### config.mk
export PLATFORM = sky130hd
export DESIGN_NAME = lbx_fifo
export DESIGN_NICKNAME = d
export VERILOG_FILES = /design/src/sv/lbx_pkg.sv /design/src/sv/lbx_fifo.sv
export SDC_FILE = /design/constraint.sdc
export NUM_CORES = 1
export LEC_CHECK = 0
export ABC_AREA = 1
export BUFFER_PORTS_ARGS = -buffer_cell sky130_fd_sc_hd__buf_2
export CORE_ASPECT_RATIO = 1.1
export CORE_MARGIN = 10
export CORE_UTILIZATION = 38
export DETAILED_ROUTE_END_ITERATION = 8
export GPL_TIMING_DRIVEN = 0
export MAX_ROUTING_LAYER = met4
export PLACE_DENSITY = 0.67
export SLEW_MARGIN = 20
export SYNTH_ARGS = -nofsm -noshare
export SYNTH_HDL_FRONTEND = slang
export SYNTH_SLANG_ARGS = --single-unit
### constraint.sdc
create_clock -name clk -period 11.1 [get_ports clk]
set_clock_uncertainty 0.2 [all_clocks]
set_input_delay 0 -clock clk [delete_from_list [all_inputs] [get_ports clk]]
set_output_delay 0 -clock clk [all_outputs]
set_load 0.02 [all_outputs]
### src/sv/lbx_pkg.sv
// shared types and constants of the local box mean and sd block
`default_nettype none
package lbx_pkg;

	localparam int DEF_MAX_X       = 64;
	localparam int DEF_MAX_Y       = 64;
	localparam int DEF_MAX_Z       = 16;
	localparam int DEF_MAX_RADIUS  = 3;
	localparam int DEF_SAMPLE_BITS = 16;

	localparam int CFG_W     = 7;
	localparam int CFG_IDX_W = 2;
	localparam int VALUE_W   = 24;
	localparam int COUNT_W   = 9;
	localparam int SMP_W     = 16;
	localparam int CM_W      = 24;
	localparam int X_W       = 7;
	localparam int Y_W       = 7;
	localparam int Z_W       = 5;
	localparam int R_W       = 3;
	localparam int ACC_W     = 64;

	localparam logic [6:0] SIZE_X_RST = 7'd64;
	localparam logic [6:0] SIZE_Y_RST = 7'd64;
	localparam logic [4:0] SIZE_Z_RST = 5'd16;
	localparam logic [1:0] RADIUS_RST = 2'd1;

	typedef enum logic [1:0] {
		CMD_WRITE = 2'd0,
		CMD_MEAN  = 2'd1,
		CMD_SD    = 2'd2,
		CMD_BAD   = 2'd3
	} cmd_t;

	typedef enum logic [1:0] {
		REG_SIZE_X = 2'd0,
		REG_SIZE_Y = 2'd1,
		REG_SIZE_Z = 2'd2,
		REG_RADIUS = 2'd3
	} reg_idx_t;

	typedef enum logic [1:0] {
		K_IGN   = 2'd0,
		K_WRITE = 2'd1,
		K_MEAN  = 2'd2,
		K_SD    = 2'd3
	} kind_t;

	typedef struct packed {
		kind_t            kind;
		logic [X_W-1:0]   x;
		logic [Y_W-1:0]   y;
		logic [Z_W-1:0]   z;
		logic [X_W-1:0]   xs;
		logic [X_W-1:0]   xe;
		logic [Y_W-1:0]   ys;
		logic [Y_W-1:0]   ye;
		logic [Z_W-1:0]   zs;
		logic [Z_W-1:0]   ze;
		logic [SMP_W-1:0] sample;
		logic [CM_W-1:0]  cm;
	} op_t;

endpackage
`default_nettype wire

### src/sv/lbx_fifo.sv
// two-entry queue of decoded operations between front and back
`default_nettype none
module lbx_fifo (
	input  wire logic          clk,
	input  wire logic          arst_n,
	input  wire logic          push,
	input  wire lbx_pkg::op_t  din,
	output logic               full,
	input  wire logic          pop,
	output logic               empty,
	output lbx_pkg::op_t       dout
);
	lbx_pkg::op_t ent_q [2];
	logic         wp_q;
	logic         rp_q;
	logic [1:0]   fill_q;

	assign full  = (fill_q == 2'd2);
	assign empty = (fill_q == 2'd0);
	assign dout  = ent_q[rp_q];

	always_ff @(posedge clk or negedge arst_n) begin
		if (!arst_n) begin
			wp_q   <= 1'b0;
			rp_q   <= 1'b0;
			fill_q <= 2'd0;
		end else begin
			if (push && !full) begin
				wp_q <= ~wp_q;
			end
			if (pop && !empty) begin
				rp_q <= ~rp_q;
			end
			if ((push && !full) && !(pop && !empty)) begin
				fill_q <= fill_q + 2'd1;
			end else if (!(push && !full) && (pop && !empty)) begin
				fill_q <= fill_q - 2'd1;
			end
		end
	end

	always_ff @(posedge clk) begin
		if (push && !full) begin
			ent_q[wp_q] <= din;
		end
	end
endmodule
`default_nettype wire

==> results.yml <==
cells_and_area:
  final_core_util_pct: 55.43
  fin_nets: 992
  synthToLayoutAreaGrowth_pct: 43.12
  layout-drive-gt1-share_pct: 28.92
  fin_cells: 1147
clock_tree:
  clockBufferDepth: 3
  cts_tree: "done"
  clock_sinks: 202
  cts.clk_slew.worst_paths_ps: 60
  cts_resized: 0
  cts_root_buf: "clkbuf_16"
  htree_levels: 1
  clk_latency_ps: 500
  numCtsBuffers: 21
power:
  irDropWorstVdd_mv: 0.1678
  p_int_mw: 1.763
  cellPowerDensity_nw_per_um2: 263.2
  seqPwrFrac_pct: 38.6
  combPwrFrac_pct: 37.3
  switching_share_pct: 36.94
  p_clk_share_pct: 24.1
  switchingPower_mw: 1.033
  p_leak_nw: 4.587
place:
  dpl.cell_count: 1003
  gp_congestion: 0.6922
  io_buffers: 203
  hpwlAfterDp_um: 12110
logic_synthesis:
  syn-num-nets: 652
  yosys-top-cells-area: "edfxtp_1 (80%), nand2_1 (15%), dfrtp_1 (1.3%)"
  synth_warnings: 0
  syn_area_um2: 7422
  ys_seq_area_share_pct: 81.46
  syn_inst: 548
  synth_top_area_share_pct: 80.11
  yosysTopAreaCell: "edfxtp_1"
  syn_avg_cell_area_um2: 13.54
  ys_ff_latch: 202
  synth.distinct_cells: 14
setup_path:
  cp-end-kind: "flip-flop"
  start_kind: "flip-flop"
  r2r-start: "fill_q[0]"
  cp_num_buf_inv: 3
  worst_r2r_path_depth: 5
  arrival_ps: 2360
  crit_path_max_incr_delay_ps: 510
  timing.rr.end: "ent_q[1][29]"
  ff2ff_setup_slack_ps: 8740
  path_common_cell: "buf_12"
  critPathKind: "flip-flop to flip-flop"
  slowest_stage: "nor2_4"
  crit_family: "buffers and inverters"
  crit_fanout: 23
  cp.required_ps: 11100
  crit_chain: "o21ai_0, nor2_4, buf_16, buf_12, buf_12"
timing:
  rsz0062_at_grt: "no"
  fin_crit_ps: 2363
  maxSlewHeadroom_pct: 60.67
  worst_slew_pin_slew_ps: 588.5
  hold_viol: 0
  slew_viol_final: 0
  max_freq_ghz: 0.4232
  setup_tns_ps: 0
  setup_viol: 0
  post-route-period-util_pct: 21.29
floorplanning:
  die_h_um: 166.6
  die-area_um2: 25530
  pin_count: 204
  core_region_area_um2: 19160
  core.rowCount: 53
  dieWidth_um: 153.3
  initial_core_util_pct: 38.73
route:
  drc_errors: 0
  totalWireLength_um: 18800
  final_antenna_net_count: 0
  wl_per_cell_um: 16.39
  vias: 5072
  drt_iter0_markers: 219
  first_pass_iters: 5
  vias_per_cell: 4.422
global_route:
  track_usage_pct: 14.57
  grt_first_pass_wirelength_um: 29330
  grt_pass1_vias: 5399
  grt_overflow: 0
  grt_start_max_net_pins: 57
  antenna_found_initial: 1
hold_path:
  hold_path_depth: 2
  hold_path.class: "primary input to flip-flop"
  hp-start: "din[98]"
  holdPathEnd: "ent_q[0][98]"
run_status:
  status: "completed"
job:
  max_cap_viol_count: 0
-- worst reg2reg max path: cells and delay by family (launching register included) --
kind	cells	cell delay [ps]
flip-flops	1	460
AND/OR/NAND/NOR	1	510
buffers and inverters	3	660
AO/OA/AOI/OAI	1	220
-- area by class of cell --
| cell class | count | area (µm²) |
|---|---|---|
| diodes | 1 | 2.502 |
| clock buffers | 28 | 571.8 |
| fillers | 1591 | 8542 |
| flip-flops and latches | 202 | 6046 |
| clock inverters | 6 | 82.58 |
| well taps | 247 | 309.0 |
| plain buffers | 21 | 132.6 |
| repair buffers | 317 | 2222 |
| inverters | 8 | 35.03 |
| multi-input cells | 317 | 1221 |
-- through the flow --
step	worst slack, ps	power (mW)	hold slack, ps	area (µm²)
2_1_floorplan	5654	1.725	-495.6	7422
3_3_place_gp	2924	2.115	-386.2	8747
3_5_place_dp	8733	2.125	-384.4	8875
4_1_cts	8709	2.834	0.1889	10620
5_1_grt	8560	2.969	15.61	10620
6_report	8737	2.796	25.16	10620
-- layout by cell type (no fill, tap or decap), types with 2 or more instances in the layout --
cell type | synthesis | layout
dfrtp_1 | 4 | 4
nand2_1 | 306 | 306
edfxtp_1 | 198 | 198
o21ai_0 | 2 | 2
inv_1 | 7 | 6
buf_16 | 0 | 2
bufinv_16 | 0 | 2
clkbuf_16 | 0 | 21
buf_4 | 11 | 11
buf_2 | 10 | 213
clkinv_2 | 0 | 2
clkbuf_1 | 0 | 5
dlygate4sd3_1 | 0 | 109
clkbuf_8 | 0 | 2
nor2_1 | 4 | 3
inv_6 | 0 | 2
buf_12 | 0 | 3
-- Yosys cell counts --
master	n
dfrtp_1	4
inv_2	1
nand2_1	306
nand3b_1	1
ha_1	1
edfxtp_1	198
inv_1	7
nand4_1	1
nor2_1	4
xnor2_1	1
buf_2	10
o21ai_0	2
nand3_1	1
buf_4	11
-- worst max path at each step --
stage	from	cells after the start	endpoint	slack [ps]
final	fill_q[0]	5	ent_q[1][29]	8740
after global routing	fill_q[0]	5	ent_q[1][72]	8560
after CTS	fill_q[0]	5	ent_q[1][29]	8710
after detailed placement	fill_q[0]	5	ent_q[1][32]	8730
after global placement	fill_q[0]	2	ent_q[1][50]	2920
after floorplan	fill_q[1]	3	ent_q[1][0]	5650
-- metal layers --
layer | global-route usage [%] | part of all wire (%) | vias up | routed length (µm)
met5 | - | 0 | - | 0
met4 | 4.191 | 2.4 | 0 | 446
met3 | 4.096 | 7.2 | 35 | 1356
met2 | 24.37 | 50 | 170 | 9334
met1 | 16.78 | 41 | 2337 | 7663
li1 | - | - | 2530 | -
-- power by group through the flow --
| stage | combinational [mW] | sequential, mW | clock [mW] |
|---|---|---|---|
| floorplan | 0.617 | 1.11 | 0 |
| global placement | 0.986 | 1.13 | 0 |
| detailed placement | 1.03 | 1.09 | 0 |
| CTS | 1.07 | 1.08 | 0.692 |
| global route | 1.15 | 1.09 | 0.724 |
| finish | 1.04 | 1.08 | 0.674 |
-- cells by family (layout without fill, tap and decap cells) --
group	Yosys count	in the layout	share of synthesized area, %
compound gates	2	2	0.1349
simple gates	313	313	15.93
buf+inv	29	380	2.192
other cells	0	1	0
fa+ha+maj	1	1	0.1686
flops	202	202	81.46
xor+xnor	1	1	0.1180
-- registers in the layout, indices dropped and copies added (netlist names) --
register,count
ent_q,198
fill_q,2
rp_q,1
wp_q,1
-- what timing repair did --
item,CTS,global route
endpoints found under the hold margin,222,0
setup endpoints to repair,0,0
hold buffers,109,0
buffers inserted,0,0
Note: power is estimated with default switching activity, not from simulation.
