## config.mk

```make
export PLATFORM = sky130hd
export DESIGN_NAME = lbx_front
export DESIGN_NICKNAME = d
export VERILOG_FILES = /design/src/sv/lbx_pkg.sv /design/src/sv/lbx_front.sv
export SDC_FILE = /design/constraint.sdc
export NUM_CORES = 1
export LEC_CHECK = 0
export BUFFER_PORTS_ARGS = -buffer_cell sky130_fd_sc_hd__buf_2
export CORE_ASPECT_RATIO = 1.25
export CORE_MARGIN = 2
export CORE_UTILIZATION = 35
export CTS_BUF_LIST = sky130_fd_sc_hd__clkbuf_8
export CTS_CLUSTER_DIAMETER = 60
export DETAILED_ROUTE_END_ITERATION = 12
export GPL_TIMING_DRIVEN = 1
export SLEW_MARGIN = 20
export SYNTH_ARGS = -nofsm -noshare
export SYNTH_HDL_FRONTEND = slang
export SYNTH_SLANG_ARGS = --single-unit
```

## constraint.sdc

```tcl
create_clock -name clk -period 9.1 [get_ports clk]
set_clock_uncertainty 0.1 [all_clocks]
set_input_delay 0.455 -clock clk [delete_from_list [all_inputs] [get_ports clk]]
set_output_delay 0.455 -clock clk [all_outputs]
set_load 0.005 [all_outputs]
```

## src/sv/lbx_pkg.sv

```systemverilog
// shared types and constants of the local box mean and sd block
`default_nettype none
package lbx_pkg;

	localparam int DEF_MAX_X       = 64;
	localparam int DEF_MAX_Y       = 64;
	localparam int DEF_MAX_Z       = 16;
	localparam int DEF_MAX_RADIUS  = 3;
	localparam int DEF_SAMPLE_BITS = 16;

	localparam int CFG_W     = 7;
	localparam int CFG_IDX_W = 2;
	localparam int VALUE_W   = 24;
	localparam int COUNT_W   = 9;
	localparam int SMP_W     = 16;
	localparam int CM_W      = 24;
	localparam int X_W       = 7;
	localparam int Y_W       = 7;
	localparam int Z_W       = 5;
	localparam int R_W       = 3;
	localparam int ACC_W     = 64;

	localparam logic [6:0] SIZE_X_RST = 7'd64;
	localparam logic [6:0] SIZE_Y_RST = 7'd64;
	localparam logic [4:0] SIZE_Z_RST = 5'd16;
	localparam logic [1:0] RADIUS_RST = 2'd1;

	typedef enum logic [1:0] {
		CMD_WRITE = 2'd0,
		CMD_MEAN  = 2'd1,
		CMD_SD    = 2'd2,
		CMD_BAD   = 2'd3
	} cmd_t;

	typedef enum logic [1:0] {
		REG_SIZE_X = 2'd0,
		REG_SIZE_Y = 2'd1,
		REG_SIZE_Z = 2'd2,
		REG_RADIUS = 2'd3
	} reg_idx_t;

	typedef enum logic [1:0] {
		K_IGN   = 2'd0,
		K_WRITE = 2'd1,
		K_MEAN  = 2'd2,
		K_SD    = 2'd3
	} kind_t;

	typedef struct packed {
		kind_t            kind;
		logic [X_W-1:0]   x;
		logic [Y_W-1:0]   y;
		logic [Z_W-1:0]   z;
		logic [X_W-1:0]   xs;
		logic [X_W-1:0]   xe;
		logic [Y_W-1:0]   ys;
		logic [Y_W-1:0]   ye;
		logic [Z_W-1:0]   zs;
		logic [Z_W-1:0]   ze;
		logic [SMP_W-1:0] sample;
		logic [CM_W-1:0]  cm;
	} op_t;

endpackage
`default_nettype wire

```

## src/sv/lbx_front.sv

```systemverilog
// front end: configuration registers, range check and window bounds
`default_nettype none
module lbx_front #(
	parameter int MAX_X      = lbx_pkg::DEF_MAX_X,
	parameter int MAX_Y      = lbx_pkg::DEF_MAX_Y,
	parameter int MAX_Z      = lbx_pkg::DEF_MAX_Z,
	parameter int MAX_RADIUS = lbx_pkg::DEF_MAX_RADIUS
) (
	input  wire logic                          clk,
	input  wire logic                          arst_n,
	input  wire logic                          cfg_we,
	input  wire logic [lbx_pkg::CFG_IDX_W-1:0] cfg_index,
	input  wire logic [lbx_pkg::CFG_W-1:0]     cfg_data,
	input  wire logic [1:0]                    cmd,
	input  wire logic [5:0]                    pos_x,
	input  wire logic [5:0]                    pos_y,
	input  wire logic [3:0]                    pos_z,
	input  wire logic [15:0]                   sample,
	input  wire logic [23:0]                   center_mean,
	output lbx_pkg::op_t                       op
);
	logic [6:0] size_x_q;
	logic [6:0] size_y_q;
	logic [4:0] size_z_q;
	logic [1:0] radius_q;

	logic [6:0] sx, sy, px, py, xe_raw, ye_raw;
	logic [4:0] sz, pz, ze_raw;
	logic [2:0] rr;
	logic       ign;

	always_ff @(posedge clk or negedge arst_n) begin
		if (!arst_n) begin
			size_x_q <= lbx_pkg::SIZE_X_RST;
			size_y_q <= lbx_pkg::SIZE_Y_RST;
			size_z_q <= lbx_pkg::SIZE_Z_RST;
			radius_q <= lbx_pkg::RADIUS_RST;
		end else if (cfg_we) begin
			case (lbx_pkg::reg_idx_t'(cfg_index))
				lbx_pkg::REG_SIZE_X: size_x_q <= cfg_data;
				lbx_pkg::REG_SIZE_Y: size_y_q <= cfg_data;
				lbx_pkg::REG_SIZE_Z: size_z_q <= cfg_data[4:0];
				lbx_pkg::REG_RADIUS: radius_q <= cfg_data[1:0];
				default: ;
			endcase
		end
	end

	// sizes and radius clamp to the built maximum
	always_comb begin
		sx = (32'(size_x_q) > MAX_X) ? 7'(MAX_X) : size_x_q;
		sy = (32'(size_y_q) > MAX_Y) ? 7'(MAX_Y) : size_y_q;
		sz = (32'(size_z_q) > MAX_Z) ? 5'(MAX_Z) : size_z_q;
		rr = (32'(radius_q) > MAX_RADIUS) ? 3'(MAX_RADIUS) : {1'b0, radius_q};
		px = {1'b0, pos_x};
		py = {1'b0, pos_y};
		pz = {1'b0, pos_z};
		ign = (cmd == lbx_pkg::CMD_BAD) || (px >= sx) || (py >= sy) || (pz >= sz);

		xe_raw = px + {4'd0, rr};
		ye_raw = py + {4'd0, rr};
		ze_raw = pz + {2'd0, rr};

		op.x      = px;
		op.y      = py;
		op.z      = pz;
		op.xs     = (px >= {4'd0, rr}) ? px - {4'd0, rr} : 7'd0;
		op.ys     = (py >= {4'd0, rr}) ? py - {4'd0, rr} : 7'd0;
		op.zs     = (pz >= {2'd0, rr}) ? pz - {2'd0, rr} : 5'd0;
		op.xe     = (xe_raw > sx - 7'd1) ? sx - 7'd1 : xe_raw;
		op.ye     = (ye_raw > sy - 7'd1) ? sy - 7'd1 : ye_raw;
		op.ze     = (ze_raw > sz - 5'd1) ? sz - 5'd1 : ze_raw;
		op.sample = sample;
		op.cm     = center_mean;
		if (ign) begin
			op.kind = lbx_pkg::K_IGN;
		end else begin
			case (lbx_pkg::cmd_t'(cmd))
				lbx_pkg::CMD_WRITE: op.kind = lbx_pkg::K_WRITE;
				lbx_pkg::CMD_MEAN:  op.kind = lbx_pkg::K_MEAN;
				lbx_pkg::CMD_SD:    op.kind = lbx_pkg::K_SD;
				default:            op.kind = lbx_pkg::K_IGN;
			endcase
		end
	end
endmodule
`default_nettype wire

```

==> impl_metrics.csv <==
group,metric,value,unit
run_status,status,"complete, no violations",
floorplanning,ios,169,
finish,fillers,1036,
clock_network,htreeDepth,1,
drt,wl_per_cell,13.8,um
synth,syn_inst,406,
clock_network,postCtsResizedCells,0,
clock_network,cts_buffers,3,
clock_network,cts_tree,"yes",
power,cellPowerDensity,164,nW/um^2
drt,wl,7.65,mm
floorplanning,chipWidth,93.0,um
worst_setup_path,critPathCaptureType,"output port",
global_route,antenna_found_initial,0,
finish,areaGrowthSynthToFinish,3.64,%
global_route,grt_pass1_vias,2666,
global_route,grt_use_met1,17.6,%
placement,port_buffers,85,
finish,drive_gt1_share,28.2,%
worst_setup_path,cp_max_fo,7,
clock_network,clkTransAtPathRegs,0.07,ns
sta,rsz0062_at_grt,"false",
power,swShare,44.3,%
sta,setup_viol,0,
power,p_comb_share,65.5,%
synth,synth_area_leaders,"ha_1, buf_4, dfrtp_1",
synth,syn_area,3470,sq um
clock_network,cts-root-buf,"clkbuf_8",
global_route,grt_pass1_wl,12.5,mm
finish,fin_area,3590,sq um
placement,dpl_cell_area,3550,sq um
worst_setup_path,start_kind,"flop",
synth,async_reset_ff_share,100,%
synth,synth.largest_area_cell,"ha_1",
power,clkPwrFrac,9.9,%
sta,min_period,4.30,ns
synth,ys_seq_area_share,15.3,%
synth,ys_warn_count,0,
finish,antenna_cells,0,
clock_network,cts.sinks,21,
global_route,grt-ovfl-total,0,
power,internal_power,0.329,mW
global_route,busiest_layer,"met2",
synth,synth_top_area_share,17.7,%
worst_setup_path,critPathArrivalTime,3.74,ns
sta,maxClockFrequency,0.233,GHz
worst_setup_path,cp.required,8.55,ns
finish,layout_commonest_cell,"buf_2",
drt,dr.pass1.iters,4,
power,leakagePower,1.77,nW
floorplanning,die_area,10700,sq um
clock_network,cts_buffer_depth,2,
power,p_switching,0.262,mW
drt,vias_per_cell,5.06,
finish,mostFrequentLayoutCells,"buf_2, ha_1, nor2_1, inv_1, mux2_2",
power,ir_drop,0.0925,mV
clock_network,clock_latency,0.26,ns
power,seqPwrFrac,24.6,%
global_route,grt_max_degree,22,
worst_setup_path,crit_type,"flop to output port",
floorplanning,start_util,36.1,%
synth,avgSynthCellArea,8.54,sq um
worst_hold_path,hold_path.class,"input port to asynchronous set/reset pin",
floorplanning,row_count,40,
placement,gp_congestion,0.850,
clock_network,postCtsSetupRepairBufs,0,
floorplanning,core,9610,sq um
sta,slew_viol_final,0,
global_route,grtUsageMet3,0.917,%
synth,ys_ff_latch,21,
synth,synth_edf_count,0,
placement,dpl.hpwl,6.51,mm
drt,drtIter0Drc,144,
sta,hold_viol,0,
sta,setup_tns,0,ns
sta,min_period_over_period,47.2,%
clock_network,ctsHoldBuffers,0,
finish,fin_nets,552,
drt,route.detailed.drc,0,
synth,yosysUniqueCellTypes,53,
synth,synth_ff_type,"dfrtp_1",
floorplanning,die_y,115,um
sta,worstMarginPinSlew,0.577,ns
global_route,grt_use_met2,25.8,%
drt,antenna_left,0,
sta,max_slew_margin,61.3,%
global_route,grt_util_all_layers,14.1,%
drt,num_vias,2791,
run,max-cap-violations,0,
[flip-flops by register name, indices dropped and copies added, names as in the netlist]
name	cells
size_x_q	7
size_y_q	7
size_z_q	5
radius_q	2
[cells by family (layout without fill, tap and decap cells)]
| group | Yosys count | in the layout | share of synthesized area (%) |
|---|---|---|---|
| simple gates | 116 | 116 | 18.2 |
| buf+inv | 100 | 118 | 17.8 |
| fa+ha+maj | 56 | 56 | 21.4 |
| compound gates | 55 | 55 | 10.9 |
| mux | 32 | 32 | 9.96 |
| xor+xnor | 25 | 25 | 6.31 |
| flops | 21 | 21 | 15.3 |
| other cells | 1 | 3 | 0.108 |
[cell usage after synthesis, drive strengths merged (3+ instances only)]
cell / count
a211oi: 4
a21o: 6
a21oi: 13
a31oi: 4
buf: 66
clkbuf: 5
dfrtp: 17
dfstp: 4
fa: 6
ha: 49
inv: 29
mux2: 20
mux2i: 12
nand2: 12
nand2b: 18
nand3: 4
nand3b: 3
nand4: 3
nor2: 36
nor2b: 9
nor3: 12
nor3b: 4
nor4: 5
o21ai: 13
xnor2: 10
xor2: 15
[stage by stage]
stage	utilization (%)	hold slack [ns]	cells	power [mW]	setup WS (ns)
floorplan	-	0.0594	408	0.428	5.69
detailed placement	36.9	0.328	548	0.537	5.14
finish	37.4	0.0344	552	0.591	4.80
CTS	37.4	0.0450	552	0.598	4.83
global route	37.4	0.0644	552	0.658	4.59
global placement	36.9	0.328	548	0.528	5.24
[worst max-delay path, stage by stage, from the launching register on]
cell and delay (ns):
dfstp_2 0.62, ha_1 0.17, inv_1 0.06, fa_1 0.40, nand3b_1 0.21, xor2_1 0.23, inv_1 0.08, ha_1 0.34
a21oi_1 0.16, o221ai_1 0.15, a31oi_1 0.30, or2_1 0.34, mux2i_1 0.27, buf_2 0.14
[final cells by class]
class	count	area, sq um	area share (%)
inverter	29	109	3.03
multi-input combinational	287	2330	64.7
clock inverter	1	3.75	0.104
timing repair buffer	85	425	11.8
sequential	21	531	14.8
clock buffer	3	41.3	1.15
tap	126	158	4.39
[final timing paths]
path,from,to,slack (ns),cells after the start
worst max-delay path,radius_q[0],op[67],4.80,13
worst min-delay path,arst_n,size_x_q[2],0.03,1
worst max register to register,size_x_q[6],size_x_q[6],8.08,1
worst min register to register,size_z_q[1],size_z_q[1],0.45,1
max in group asynchronous,arst_n,radius_q[0],8.52,1
min in group clk,cfg_data[3],size_x_q[3],0.35,2
[routing by layer]
| metal | vias up | wire (um) |
|---|---|---|
| met5 | - | 0 |
| met4 | 0 | 225 |
| met3 | 37 | 226 |
| met2 | 56 | 3990 |
| met1 | 1317 | 3210 |
| li1 | 1381 | - |
[power groups by stage]
stage / clock network [mW] / registers [mW] / logic, mW
5_1_grt: 0.0643 / 0.150 / 0.443
3_5_place_dp: 0 / 0.147 / 0.390
4_1_cts: 0.0604 / 0.145 / 0.392
3_3_place_gp: 0 / 0.145 / 0.383
6_report: 0.0584 / 0.145 / 0.387
2_1_floorplan: 0 / 0.133 / 0.295
No activity file was read; power rests on OpenSTA's default activity.
