===== src/sv/lbx_pkg.sv =====
// shared types and constants of the local box mean and sd block
`default_nettype none
package lbx_pkg;

	localparam int DEF_MAX_X       = 64;
	localparam int DEF_MAX_Y       = 64;
	localparam int DEF_MAX_Z       = 16;
	localparam int DEF_MAX_RADIUS  = 3;
	localparam int DEF_SAMPLE_BITS = 16;

	localparam int CFG_W     = 7;
	localparam int CFG_IDX_W = 2;
	localparam int VALUE_W   = 24;
	localparam int COUNT_W   = 9;
	localparam int SMP_W     = 16;
	localparam int CM_W      = 24;
	localparam int X_W       = 7;
	localparam int Y_W       = 7;
	localparam int Z_W       = 5;
	localparam int R_W       = 3;
	localparam int ACC_W     = 64;

	localparam logic [6:0] SIZE_X_RST = 7'd64;
	localparam logic [6:0] SIZE_Y_RST = 7'd64;
	localparam logic [4:0] SIZE_Z_RST = 5'd16;
	localparam logic [1:0] RADIUS_RST = 2'd1;

	typedef enum logic [1:0] {
		CMD_WRITE = 2'd0,
		CMD_MEAN  = 2'd1,
		CMD_SD    = 2'd2,
		CMD_BAD   = 2'd3
	} cmd_t;

	typedef enum logic [1:0] {
		REG_SIZE_X = 2'd0,
		REG_SIZE_Y = 2'd1,
		REG_SIZE_Z = 2'd2,
		REG_RADIUS = 2'd3
	} reg_idx_t;

	typedef enum logic [1:0] {
		K_IGN   = 2'd0,
		K_WRITE = 2'd1,
		K_MEAN  = 2'd2,
		K_SD    = 2'd3
	} kind_t;

	typedef struct packed {
		kind_t            kind;
		logic [X_W-1:0]   x;
		logic [Y_W-1:0]   y;
		logic [Z_W-1:0]   z;
		logic [X_W-1:0]   xs;
		logic [X_W-1:0]   xe;
		logic [Y_W-1:0]   ys;
		logic [Y_W-1:0]   ye;
		logic [Z_W-1:0]   zs;
		logic [Z_W-1:0]   ze;
		logic [SMP_W-1:0] sample;
		logic [CM_W-1:0]  cm;
	} op_t;

endpackage
`default_nettype wire


===== src/sv/lbx_back.sv =====
// back end: window walk, accumulate, divide, square root and result register
`default_nettype none
module lbx_back #(
	parameter int MAX_X       = lbx_pkg::DEF_MAX_X,
	parameter int MAX_Y       = lbx_pkg::DEF_MAX_Y,
	parameter int MAX_Z       = lbx_pkg::DEF_MAX_Z,
	parameter int SAMPLE_BITS = lbx_pkg::DEF_SAMPLE_BITS,
	localparam int DEPTH      = MAX_X * MAX_Y * MAX_Z,
	localparam int AW         = (DEPTH > 1) ? $clog2(DEPTH) : 1
) (
	input  wire logic                        clk,
	input  wire logic                        arst_n,
	input  wire logic                        q_empty,
	input  wire lbx_pkg::op_t                q_head,
	output logic                             q_pop,
	output logic                             ram_we,
	output logic [AW-1:0]                    ram_addr,
	output logic [SAMPLE_BITS-1:0]           ram_wdata,
	input  wire logic [SAMPLE_BITS-1:0]      ram_rdata,
	input  wire logic                        pop,
	output logic                             empty,
	output logic [lbx_pkg::VALUE_W-1:0]      value,
	output logic [lbx_pkg::COUNT_W-1:0]      count,
	output logic                             status
);
	localparam int DW    = (SAMPLE_BITS + 8 > lbx_pkg::CM_W) ? SAMPLE_BITS + 8 : lbx_pkg::CM_W;
	localparam int ACC_W = lbx_pkg::ACC_W;

	typedef enum logic [5:0] {
		S_IDLE  = 6'b000001,
		S_WALK  = 6'b000010,
		S_DRAIN = 6'b000100,
		S_DIV   = 6'b001000,
		S_SQRT  = 6'b010000,
		S_DONE  = 6'b100000
	} state_t;

	state_t state_q;
	lbx_pkg::op_t op_q;
	logic [lbx_pkg::X_W-1:0] x_q;
	logic [lbx_pkg::Y_W-1:0] y_q;
	logic [lbx_pkg::Z_W-1:0] z_q;
	logic [lbx_pkg::COUNT_W-1:0] cnt_q;
	logic v_s1, v_s2, v_s3;
	logic [DW-1:0] d_s2;
	logic [ACC_W-1:0] sq_s3;
	logic [ACC_W-1:0] acc_q;
	logic [ACC_W-1:0] n_q;
	logic [lbx_pkg::COUNT_W-1:0] rem_q;
	logic [6:0] step_q;
	logic [ACC_W-1:0] root_q;
	logic [ACC_W-1:0] bit_q;
	logic [lbx_pkg::VALUE_W-1:0] res_val_q;
	logic res_st_q;
	logic [lbx_pkg::VALUE_W-1:0] val_q;
	logic [lbx_pkg::COUNT_W-1:0] ocnt_q;
	logic ost_q;
	logic ov_q;

	logic is_mean;
	logic last;
	logic load_out;
	logic [DW-1:0] s_ext, cm_ext, diff;
	logic [2*DW-1:0] prod;
	logic [ACC_W:0] acc_sum;
	logic [lbx_pkg::COUNT_W:0] r2;
	logic [ACC_W-1:0] sq_t;

	assign is_mean  = (op_q.kind == lbx_pkg::K_MEAN);
	assign last     = (x_q == op_q.xe) && (y_q == op_q.ye) && (z_q == op_q.ze);
	assign q_pop    = state_q[0] && !q_empty;
	assign load_out = (state_q == S_DONE) && (!ov_q || pop);
	assign ram_we   = q_pop && (q_head.kind == lbx_pkg::K_WRITE);
	assign ram_wdata = SAMPLE_BITS'(q_head.sample);

	always_comb begin
		if (state_q == S_WALK) begin
			ram_addr = AW'((32'(z_q) * MAX_Y + 32'(y_q)) * MAX_X + 32'(x_q));
		end else begin
			ram_addr = AW'((32'(q_head.z) * MAX_Y + 32'(q_head.y)) * MAX_X + 32'(q_head.x));
		end
		s_ext   = DW'({ram_rdata, 8'd0});
		cm_ext  = DW'(op_q.cm);
		diff    = (s_ext >= cm_ext) ? s_ext - cm_ext : cm_ext - s_ext;
		prod    = d_s2 * d_s2;
		acc_sum = {1'b0, acc_q} + {1'b0, sq_s3};
		r2      = {rem_q, n_q[ACC_W-1]};
		sq_t    = root_q + bit_q;
	end

	always_ff @(posedge clk or negedge arst_n) begin
		if (!arst_n) begin
			state_q <= S_IDLE;
			ov_q    <= 1'b0;
			v_s1    <= 1'b0;
			v_s2    <= 1'b0;
			v_s3    <= 1'b0;
		end else begin
			v_s1 <= (state_q == S_WALK);
			v_s2 <= v_s1;
			v_s3 <= v_s2;
			if (load_out) begin
				ov_q <= 1'b1;
			end else if (pop) begin
				ov_q <= 1'b0;
			end
			case (state_q)
				S_IDLE: begin
					if (!q_empty) begin
						if (q_head.kind == lbx_pkg::K_MEAN || q_head.kind == lbx_pkg::K_SD) begin
							state_q <= S_WALK;
						end else begin
							state_q <= S_DONE;
						end
					end
				end
				S_WALK:  if (last) state_q <= S_DRAIN;
				S_DRAIN: if (!v_s1 && !v_s2 && !v_s3) state_q <= S_DIV;
				S_DIV: begin
					if (step_q == 7'd63) begin
						state_q <= is_mean ? S_DONE : S_SQRT;
					end
				end
				S_SQRT:  if (step_q == 7'd31) state_q <= S_DONE;
				S_DONE:  if (load_out) state_q <= S_IDLE;
				default: state_q <= S_IDLE;
			endcase
		end
	end

	always_ff @(posedge clk) begin
		// datapath pipe: read data, deviation, square
		d_s2  <= is_mean ? DW'(ram_rdata) : diff;
		sq_s3 <= is_mean ? ACC_W'(d_s2) : ACC_W'(prod);
		if (v_s3) begin
			acc_q <= acc_sum[ACC_W] ? {ACC_W{1'b1}} : acc_sum[ACC_W-1:0];
		end
		case (state_q)
			S_IDLE: begin
				op_q      <= q_head;
				x_q       <= q_head.xs;
				y_q       <= q_head.ys;
				z_q       <= q_head.zs;
				cnt_q     <= '0;
				acc_q     <= '0;
				res_val_q <= '0;
				res_st_q  <= (q_head.kind == lbx_pkg::K_IGN);
			end
			S_WALK: begin
				cnt_q <= cnt_q + 1'b1;
				if (x_q == op_q.xe) begin
					x_q <= op_q.xs;
					if (y_q == op_q.ye) begin
						y_q <= op_q.ys;
						z_q <= z_q + 1'b1;
					end else begin
						y_q <= y_q + 1'b1;
					end
				end else begin
					x_q <= x_q + 1'b1;
				end
			end
			S_DRAIN: begin
				n_q    <= is_mean ? {acc_q[ACC_W-9:0], 8'd0} : acc_q;
				rem_q  <= '0;
				step_q <= '0;
			end
			S_DIV: begin
				// restoring division, one quotient bit per cycle
				if (r2 >= {1'b0, cnt_q}) begin
					rem_q <= lbx_pkg::COUNT_W'(r2 - {1'b0, cnt_q});
					n_q   <= {n_q[ACC_W-2:0], 1'b1};
				end else begin
					rem_q <= r2[lbx_pkg::COUNT_W-1:0];
					n_q   <= {n_q[ACC_W-2:0], 1'b0};
				end
				step_q <= step_q + 7'd1;
				if (step_q == 7'd63) begin
					step_q <= '0;
					root_q <= '0;
					bit_q  <= {2'b01, {(ACC_W-2){1'b0}}};
					if (r2 >= {1'b0, cnt_q}) begin
						res_val_q <= (|n_q[ACC_W-2:lbx_pkg::VALUE_W-1]) ? {lbx_pkg::VALUE_W{1'b1}}
							: {n_q[lbx_pkg::VALUE_W-2:0], 1'b1};
					end else begin
						res_val_q <= (|n_q[ACC_W-2:lbx_pkg::VALUE_W-1]) ? {lbx_pkg::VALUE_W{1'b1}}
							: {n_q[lbx_pkg::VALUE_W-2:0], 1'b0};
					end
				end
			end
			S_SQRT: begin
				// two radicand bits per cycle
				if (n_q >= sq_t) begin
					n_q    <= n_q - sq_t;
					root_q <= (root_q >> 1) + bit_q;
				end else begin
					root_q <= root_q >> 1;
				end
				bit_q  <= bit_q >> 2;
				step_q <= step_q + 7'd1;
			end
			default: ;
		endcase
		if (load_out) begin
			// sd takes the finished root, everything else the registered result
			if (op_q.kind == lbx_pkg::K_SD) begin
				val_q <= (|root_q[ACC_W-1:lbx_pkg::VALUE_W]) ? {lbx_pkg::VALUE_W{1'b1}}
					: root_q[lbx_pkg::VALUE_W-1:0];
			end else begin
				val_q <= res_val_q;
			end
			ocnt_q <= cnt_q;
			ost_q  <= res_st_q;
		end
	end

	assign empty  = !ov_q;
	assign value  = val_q;
	assign count  = ocnt_q;
	assign status = ost_q;
endmodule
`default_nettype wire


===== config.mk =====
export PLATFORM = sky130hd
export DESIGN_NAME = lbx_back
export DESIGN_NICKNAME = d
export VERILOG_FILES = /design/src/sv/lbx_pkg.sv /design/src/sv/lbx_back.sv
export SDC_FILE = /design/constraint.sdc
export NUM_CORES = 2
export LEC_CHECK = 0
export BUFFER_PORTS_ARGS = -buffer_cell sky130_fd_sc_hd__buf_2
export CORE_UTILIZATION = 60
export DETAILED_ROUTE_END_ITERATION = 10
export PLACE_DENSITY = 0.78
export RECOVER_POWER = 25
export SETUP_SLACK_MARGIN = 0.15
export SYNTH_ARGS = -nofsm -noshare
export SYNTH_HDL_FRONTEND = slang
export SYNTH_SLANG_ARGS = --single-unit

===== constraint.sdc =====
create_clock -name clk -period 11.2 [get_ports clk]
set_input_delay 0.56 -clock clk [delete_from_list [all_inputs] [get_ports clk]]
set_output_delay 0.56 -clock clk [all_outputs]
set_load 0.02 [all_outputs]

==> flow_summary.toml <==
[sta]
post-route-min-period_ps = 8501
max-slew-margin-rel = -1.300
setup_viol = 0
hold_viol = 0
skew_ps = 54.00
worst_pin_slew_ps = 3450
slew_violations = 321
fmax_ghz = 0.1176
rsz0062_at_grt = "false"
tns_ps = 0
period_share = 0.7590

[die]
io_pins = 188
fp.dieW_um = 286.8
die_y_um = 286.8
coreArea_mm2 = 0.08042
row_count = 104
die-area_mm2 = 0.08223
start_util = 0.6050

[logic_synthesis]
ys_warn_count = 0
synth_top_area_frac = 0.1988
syn_avg_cell_area_um2 = 8.891
synth.net_count = 6422
async_flop_share = 0.02137
synth-edff-count = 322
synth_area_leader_cell = "edfxtp_1"
yosysUniqueCellTypes = 97
synthCells = 5472
synth_most_common_cell = "inv_1"
yosysSeqAreaShare = 0.2599
synth_flop_cell = "edfxtp_1"
netlist_area_mm2 = 0.04865
ys_seq_elements = 468
synthTopCellsByArea = "edfxtp_1 20%, fa_1 18%, ha_1 10%"
synthTopCellsByCount = "674 x inv_1, 609 x nand2_1, 426 x fa_1"

[routing]
vias = 39594
final_antenna_net_count = 0
first_pass_iters = 6
drt_iter0_markers = 3415
vias_per_cell = 6.022
drc_errors = 0
routed_wl_um = 128100
wl_per_cell_um = 19.48

[cells_and_area]
syn_to_final_growth_pct = 6.468
nets = 6419
drive_gt1_frac = 0.05315

[placed_design]
numPortBuffers = 154
hpwl_um = 97690
gp_congestion = 0.9643

[clock_network]
path_clk_slew_ps = 60
cts_buffer_depth = 3
clock_sink_count = 468
cts.repair.resized = 0
cts_tree = "yes"
cts_made_buffers = 54
cts_root_buffer = "clkbuf_16"
htree_levels = 2
clock_latency_ps = 660

[grt]
grt_max_degree = 78
grt_pass1_wl_um = 205500
track_usage = 0.3122
overflow = 0
antenna_found_initial = 3
first_global_vias = 39587

[worst_setup_path]
critical_path_arrival_ps = 8810
cp_max_fo = 25
cp_slowest_cell = "clkbuf_1"
rrSetupSlack_ps = 2700
timing.rr.start = "d_s2[0]"
cp_data_required_time_ps = 11510
cp_slowest_stage_delay_ps = 1130
r2r_end = "sq_s3[37]"
crit_top_cell = "fa_1"
reg2regPathDepth = 25
crit_start = "d_s2[0]"
crit_type = "flip-flop to flip-flop"
start_kind = "flip-flop"
endpoint = "sq_s3[37]"
end_kind = "flip-flop"

[status]
violations = "capacitance limit, slew limit"
outcome = "finished with violations"

[job]
cap_viol_max_count = 7

[worst_hold_path]
worstHoldPathType = "primary input to flip-flop"
-- state kept, by name (all words and copies together) (netlist names), 5 cells and up --
register   cells
count          9
bit_q         32
cm_ext        24
acc_q         64
z_q            5
state_q        6
root_q        64
op_q          35
rem_q          9
cnt_q          9
n_q           64
y_q            7
sq_s3         48
res_val_q     24
step_q         7
x_q            7
value         24
d_s2          24
-- stage by stage --
step / hold slack [ps] / worst slack (ps) / utilization / cells / instance area [µm²]
after global placement: 357.9 / 3189 / 0.6231 / 6472 / 50110
final: 88.51 / 2699 / 0.6441 / 6575 / 51800
after global routing: 76.49 / 2308 / 0.6441 / 6575 / 51800
after CTS: 62.04 / 3108 / 0.6454 / 6573 / 51900
after floorplan: 264.4 / 1527 / - / 5472 / 48650
after detailed placement: 377.4 / 3107 / 0.6231 / 6472 / 50110
-- layout by cell type, fill, tap and decap left out, types with 24 or more instances in the layout --
cell type / netlist / final
a211oi_1: 63 / 63
a21o_1: 113 / 113
a21oi_1: 414 / 414
a31oi_1: 92 / 92
and2_1: 161 / 144
and3_1: 53 / 53
buf_2: 26 / 102
buf_4: 18 / 41
clkbuf_1: 205 / 76
clkbuf_16: 0 / 55
dfxtp_1: 136 / 136
edfxtp_1: 322 / 322
fa_1: 426 / 426
ha_1: 405 / 405
inv_1: 674 / 674
mux2i_1: 34 / 34
nand2_1: 609 / 607
nand2b_1: 35 / 34
nand3_1: 87 / 87
nand4_1: 72 / 72
nor2_1: 321 / 321
nor2b_1: 42 / 41
nor3_1: 51 / 50
nor4_1: 36 / 36
o211ai_1: 26 / 26
o21ai_0: 326 / 326
o21bai_1: 40 / 40
o22a_1: 24 / 24
xnor2_1: 173 / 173
xor2_1: 185 / 185
-- worst max-delay path, delay by kind of cell, from the launching register on --
family	cells	cell delay (ps)
fa+ha+maj	8	3870
compound gates	7	1670
simple gates	2	420
xor+xnor	1	360
buf+inv	7	1470
flops	1	310
-- worst min-delay path by stage --
stage	to	depth (start not counted)	slack, ps	startpoint
2_1_floorplan	ov_q	0	260	arst_n
3_3_place_gp	v_s3	0	360	v_s2
3_5_place_dp	v_s3	0	380	v_s2
4_1_cts	op_q[42]	1	60	q_head[42]
5_1_grt	cm_ext[15]	1	80	q_head[15]
6_report	op_q[42]	1	90	q_head[42]
-- logic make-up after synthesis --
logic type / synth area share
and+or+nand+nor: 0.1483
AOI/OAI and AO/OA: 0.1659
adders and majority gates: 0.2795
muxes: 0.007227
buffers and inverters: 0.07471
DFF: 0.2599
xor gates and xnor gates: 0.06445
-- routing by layer --
metal  part of all wire  routed length, µm  vias up  GRT usage
met3              0.055               6993      303    0.03037
met5                  0                  0        -          0
li1                   -                  -    18680          -
met2               0.49              62660     1357     0.5388
met1               0.41              53060    19254     0.4015
met4              0.042               5356        0     0.1294
-- cell type report --
type	count	area, µm²
Clock buffer	79	1534
Clock inverter	21	254.0
Antenna cell	2	5.005
Inverter	677	2545
Tap cell	1060	1326
Fill cell	6738	28620
Multi-Input combinational cell	4064	32440
Sequential cell	468	12640
Timing Repair Buffer	204	1054
-- timing repair --
action,in CTS,in global routing
hold endpoints to repair,9,0
hold buffers,1,0
buffers inserted,0,0
Power is left out: the tool's default activity adds up to more than one toggle a clock period on the data nets, which glitch-free logic cannot reach.
